### config.mk
export PLATFORM = sky130hd
export DESIGN_NAME = sgb_ctrl
export DESIGN_NICKNAME = d
export VERILOG_FILES = /design/src/hdl/sgb_pkg.sv /design/src/hdl/sgb_ctrl.sv
export SDC_FILE = /design/constraint.sdc
export NUM_CORES = 1
export LEC_CHECK = 0
export ABC_CLOCK_PERIOD_IN_PS = 1600
export BUFFER_PORTS_ARGS = -buffer_cell sky130_fd_sc_hd__buf_4
export CORE_AREA = 2 2 39 41
export CTS_BUF_LIST = sky130_fd_sc_hd__clkbuf_4
export DETAILED_ROUTE_END_ITERATION = 8
export DIE_AREA = 0 0 41 43
export HOLD_SLACK_MARGIN = 0.06
export PLACE_DENSITY = 0.75
export SLEW_MARGIN = 0
export SYNTH_ARGS = -nofsm -noshare
export SYNTH_HDL_FRONTEND = slang
export SYNTH_SLANG_ARGS = --single-unit
### constraint.sdc
create_clock -name clk -period 1.6 [get_ports clk]
set_input_delay 0.08 -clock clk [delete_from_list [all_inputs] [get_ports clk]]
set_output_delay 0.08 -clock clk [all_outputs]
set_load 0.02 [all_outputs]
### src/hdl/sgb_pkg.sv
// Package for the separable Gaussian blur: default parameters, register widths and reset
// values, item codes, and the command and status structs between controller and datapath.
// Depends on nothing.
package sgb_pkg;

  localparam int DEF_MAX_WIDTH  = 1024;
  localparam int DEF_MAX_RADIUS = 3;
  localparam int DEF_COEF_BITS  = 16;

  localparam int RADIUS_REG_W = 2;
  localparam int WIDTH_REG_W  = 11;
  localparam int HEIGHT_REG_W = 16;
  localparam int DATA_W       = 32;
  localparam int PADDR_W      = 5;

  localparam int RST_RADIUS   = 1;
  localparam int RST_COEF_C   = 32768;
  localparam int RST_COEF_1   = 16384;
  localparam int RST_COEF_2   = 0;
  localparam int RST_COEF_3   = 0;
  localparam int RST_MIRROR   = 0;
  localparam int RST_WIDTH    = 640;
  localparam int RST_HEIGHT   = 480;

  localparam logic CMD_PIXEL = 1'b0;
  localparam logic CMD_FLUSH = 1'b1;

  typedef struct packed {
    logic accept;
    logic setup;
    logic eval;
    logic row_init;
    logic row_start;
    logic fold_step;
    logic row_base;
    logic tap_start;
    logic tap_read;
    logic tap_acc;
    logic dx_inc;
    logic row_acc;
    logic dy_inc;
    logic finish;
  } sgb_cmd_t;

  typedef struct packed {
    logic need_setup;
    logic emit;
    logic fold_in;
    logic mirror;
    logic dx_last;
    logic dy_last;
    logic out_busy;
  } sgb_sts_t;

endpackage

### src/hdl/sgb_ctrl.sv
// Sequencer of the blur: accepts items and steps the datapath through the rows and taps
// of one output pixel. Depends on sgb_pkg.
module sgb_ctrl (
  input  logic              clk,
  input  logic              rst_n,
  input  logic              in_valid,
  output logic              in_ready,
  input  sgb_pkg::sgb_sts_t sts,
  output sgb_pkg::sgb_cmd_t cmd
);

  typedef enum logic [3:0] {
    S_IDLE, S_SETUP, S_EVAL, S_ROW_START, S_ROW_FOLD, S_ROW_BASE,
    S_TAP_START, S_TAP_FOLD, S_TAP_ACC, S_ROW_ACC, S_FINISH
  } state_t;

  state_t state_r, state_nxt;

  always_ff @(posedge clk) begin
    if (!rst_n) begin
      state_r <= S_IDLE;
    end else begin
      state_r <= state_nxt;
    end
  end

  assign in_ready = rst_n && (state_r == S_IDLE);

  always_comb begin
    cmd       = '0;
    state_nxt = state_r;
    unique case (state_r)
      S_IDLE: begin
        if (in_valid) begin
          cmd.accept = 1'b1;
          state_nxt  = sts.need_setup ? S_SETUP : S_EVAL;
        end
      end
      S_SETUP: begin
        cmd.setup = 1'b1;
        state_nxt = S_EVAL;
      end
      S_EVAL: begin
        cmd.eval = 1'b1;
        if (sts.emit) begin
          cmd.row_init = 1'b1;
          state_nxt    = S_ROW_START;
        end else begin
          state_nxt = S_IDLE;
        end
      end
      S_ROW_START: begin
        cmd.row_start = 1'b1;
        state_nxt     = S_ROW_FOLD;
      end
      S_ROW_FOLD: begin
        if (sts.fold_in) begin
          state_nxt = S_ROW_BASE;
        end else if (sts.mirror) begin
          cmd.fold_step = 1'b1;
        end else if (sts.dy_last) begin
          state_nxt = S_FINISH;
        end else begin
          cmd.dy_inc = 1'b1;
          state_nxt  = S_ROW_START;
        end
      end
      S_ROW_BASE: begin
        cmd.row_base = 1'b1;
        state_nxt    = S_TAP_START;
      end
      S_TAP_START: begin
        cmd.tap_start = 1'b1;
        state_nxt     = S_TAP_FOLD;
      end
      S_TAP_FOLD: begin
        if (sts.fold_in) begin
          cmd.tap_read = 1'b1;
          state_nxt    = S_TAP_ACC;
        end else if (sts.mirror) begin
          cmd.fold_step = 1'b1;
        end else if (sts.dx_last) begin
          state_nxt = S_ROW_ACC;
        end else begin
          cmd.dx_inc = 1'b1;
          state_nxt  = S_TAP_START;
        end
      end
      S_TAP_ACC: begin
        cmd.tap_acc = 1'b1;
        if (sts.dx_last) begin
          state_nxt = S_ROW_ACC;
        end else begin
          cmd.dx_inc = 1'b1;
          state_nxt  = S_TAP_START;
        end
      end
      S_ROW_ACC: begin
        cmd.row_acc = 1'b1;
        if (sts.dy_last) begin
          state_nxt = S_FINISH;
        end else begin
          cmd.dy_inc = 1'b1;
          state_nxt  = S_ROW_START;
        end
      end
      S_FINISH: begin
        if (!sts.out_busy) begin
          cmd.finish = 1'b1;
          state_nxt  = S_IDLE;
        end
      end
      default: state_nxt = S_IDLE;
    endcase
  end

endmodule

* Word-level counts from Yosys, hierarchy flattened
Cells that the tools add are included.
Cells by class: reduce and logical (&&, ||, !) cells 4, equality and inequality tests 14, multiplexer cells 36
Operator list (count):
- case mux 4 bit (11 select lines) | 1
- 2-to-1 mux 4 bit | 8
- 2-to-1 mux 1 bit | 22
- equality test 4 x 3 -> 1 bit (second input constant) | 4
- equality test 4 bit (second input constant) | 3
- equality test 4 x 2 -> 1 bit (second input constant) | 2
- 2-to-1 mux 2 bit | 3
- != test 3 bit (second input constant) | 2
- equality test 4 x 1 -> 1 bit (second input constant) | 1
- zero test 4 bit | 1
- != test 2 bit (second input constant) | 2
- case mux 1 bit (2 select lines) | 2
- AND reduction 4 bit | 1
- OR reduction 2 bit | 1
- logical AND 1 bit | 1
Storage, ports and cells: input bits 10, output and inout port bits 15, word-level logic and storage cells 55, register bits 4

* Depth between registers and ports, before layout
word-level depth 4, mapped depth 6, depth with buffers taken out 4

* Worst setup path after synthesis
No wires, ideal clock.
kind flip-flop to output port, from reg state_r[1], to out cmd[10] (netlist name), required time 1.520 ns, stages on the path, launching flop included 5, path slack -0.050 ns, arrival 1.570 ns, cell sequence dfxtp_1 -> clkbuf_1 -> nand2_1 -> nor3_1 -> and2_1
RTL lines:
- from (decl) | RTL line sgb_ctrl.sv:17 | state_t state_r, state_nxt;
- from (signal assigned) | RTL line sgb_ctrl.sv:23 | state_r <= state_nxt;
- to (decl) | RTL line sgb_ctrl.sv:9 | output sgb_pkg::sgb_cmd_t cmd

==> results_dict.tcl <==
set metrics [dict create \
    clk_pin_slew_ns 0.03 \
    crit_family "simple AND/OR/NAND/NOR gates" \
    ys_seq_elements 4 \
    max_stage_delay_ns 0.46 \
    ff_latch_area_um2 83.83 \
    drc 0 \
    power.leakage_nw 0.4255 \
    preCtsSetupSlack_ns 0.06135 \
    syn_area_um2 593.1 \
    cts.sinks 4 \
    fin_util_pct 66.09 \
    async_flop_share_pct 0 \
    cts_hold_buf 0 \
    power_density_nw_per_um2 786.3 \
    worstPathRequired_ns 1.52 \
    grt_first_pass_wirelength_um 2815 \
    syn2layout_area_growth_pct 54.22 \
    antenna_found_initial 0 \
    h-tree-depth 1 \
    vias_per_cell 6.000 \
    nets 129 \
    seqPwrFrac_pct 20.3 \
    multi_input_area_um2 480.5 \
    fin_tns_setup_ns 0 \
    dpl.hpwl_um 1287 \
    finalSetupViolCount 0 \
    fillers 123 \
    dieWidth_um 41 \
    fp.dieH_um 43 \
    synth.largest_area_cell "dfxtp_1" \
    fin_ws_ns 0.04983 \
    cts-root-buf "clkbuf_4" \
    final.min_clock_period_ns 1.550 \
    seq_area_frac_synth_pct 13.50 \
    antenna_cells 0 \
    dieArea_um2 1763 \
    clock_skew_ns 0.007884 \
    grt_usage_pct 23.52 \
    drive_above_1_share_pct 44.44 \
    cpMaxStageDelayCell "or4b_4" \
    num_vias 798 \
    synth.area.top_cells "dfxtp_1 14%, a21oi_1 5.9%, nor3_1 5.1%, nor2_1 5.1%, and3_1 4.2%" \
    fin_crit_sh_pct 96.89 \
    rsz0062_at_grt "yes" \
    pwr-share-comb_pct 61.8 \
    wl_per_cell_um 13.71 \
    synthFlopType "dfxtp_1" \
    yosysMostFrequentCell "nor2_1" \
    cp-end-kind "output port" \
    maxCapViolCount 0 \
    ios 25 \
    hold_viol_final 0 \
    status "complete, no violations" \
    synth.distinct_cells 40 \
    cts_tree "done" \
    synthCells 85 \
    max_freq_mhz 645.1 \
    cp.arrival_ns 1.47 \
    synthesis.area_per_instance_um2 6.977 \
    power.share.switching_pct 44.03 \
    core_area_um2 1384 \
    whs_ns 0.1022 \
    path_common_cell "buf_4" \
    yosysWarnings 0 \
    place_congestion 0.8737 \
    start_kind "register" \
    regMostFlops "state_r" \
    insertion_delay_ns 0.24 \
    start_util_pct 42.86 \
    synth_fp_nets 95 \
    synth_edf_count 0 \
    grt_pass1_vias 679 \
    cts.path.max_buffers 2 \
    top_regs "state_r x4" \
    routed_wl_um 1824 \
    worst-path-buf-inv 2 \
    synth_common_cells "8 x nor2_1, 7 x a21oi_1, 6 x inv_1, 6 x nor3_1, 5 x buf_2" \
    max-vdd-ir-drop_mv 0.5677 \
    cp_max_fo 3 \
    relSlewSlack_pct 76.40 \
    cts_inserted_buffers 3 \
    largest_register_ffs 4 \
    overflow 0 \
    fp-row-count 14 \
    drtPass1Iterations 4 \
    port_buffers 24 \
    clkPwrFrac_pct 17.9 \
    worst_pin_slew_ns 0.3517 \
    worst-setup-path-type "register to output port" \
    ant_nets 0 \
    p_int_uw 402.5 \
    yosysTopAreaCellShare_pct 13.50 \
    final_max_slew_viol_count 0 \
    p_sw_uw 316.6 \
    drt_iter0_markers 13 \
    cp_cell_sequence "buf_4 -> or4b_4 -> a21oi_1 -> buf_4" \
    hp-class "primary input to register" \
    grt_max_degree 11 \
]
## power groups by stage
| stage | logic, mW | registers [mW] | clock network [mW] |
|---|---|---|---|
| 2_1_floorplan | 0.291 | 0.127 | 0 |
| 3_3_place_gp | 0.423 | 0.142 | 0 |
| 3_5_place_dp | 0.429 | 0.142 | 0 |
| 4_1_cts | 0.432 | 0.142 | 0.136 |
| 5_1_grt | 0.482 | 0.147 | 0.141 |
| 6_report | 0.445 | 0.146 | 0.129 |
## path summary, 6_finish.rpt
| path | from | to | slack, ns | cells past startpoint |
|---|---|---|---|---|
| worst max-delay path | state_r[3] | cmd[3] | 0.05 | 4 |
| worst min-delay path | rst_n | state_r[1] | 0.10 | 2 |
| worst max register to register | state_r[3] | state_r[0] | 0.06 | 6 |
| worst min register to register | state_r[1] | state_r[3] | 0.70 | 3 |
## metrics by stage
stage	instance area (µm²)	power (mW)	cells
4_1_cts	884.6	0.7095	133
2_1_floorplan	598.1	0.4172	85
6_report	914.6	0.7192	133
5_1_grt	914.6	0.7691	133
3_3_place_gp	825.8	0.5647	126
3_5_place_dp	825.8	0.5717	126
## cell type report
cell class / count / share of cell area [%]
tap: 16 / 2.189
inverter: 6 / 2.462
clock buffer: 3 / 2.462
sequential: 4 / 9.166
multi-input combinational: 67 / 52.53
timing repair buffer: 37 / 31.19
## metal layers
metal	up-vias	GRT usage (%)	share of wire, %
met3	4	5.236	4.3
met2	26	36.88	50
met4	0	14.00	1.8
li1	393	-	-
met1	375	27.42	44
met5	-	0	0
## cells by family (layout without fill, tap and decap cells)
kind of cell | Yosys count | count (layout) | share of synthesized area (%)
buf+inv | 14 | 46 | 10.55
simple gates | 38 | 38 | 39.45
flops | 4 | 4 | 13.50
xor+xnor | 1 | 1 | 1.477
compound gates | 27 | 27 | 33.33
mux | 1 | 1 | 1.688
## layout by cell type, fill, tap and decap left out, types with 2 or more instances in the layout
cell,n
a21oi_1,7
o21a_1,3
nor3_1,5
inv_1,5
o211ai_1,3
nand2_1,2
and3_1,4
clkbuf_4,3
nand2b_1,2
o21bai_1,2
buf_6,2
nor2_1,8
nor2b_1,2
and4b_1,2
o32a_1,2
buf_4,35
dfxtp_2,3
nand4_1,2
## timing repair
action / in CTS / in global routing
endpoints found under the setup margin: 1 / 6
gates resized for setup: 3 / 8
setup buffers: 4 / 0
pin swaps: 2 / 4
Note: power is estimated with default switching activity, not from simulation.
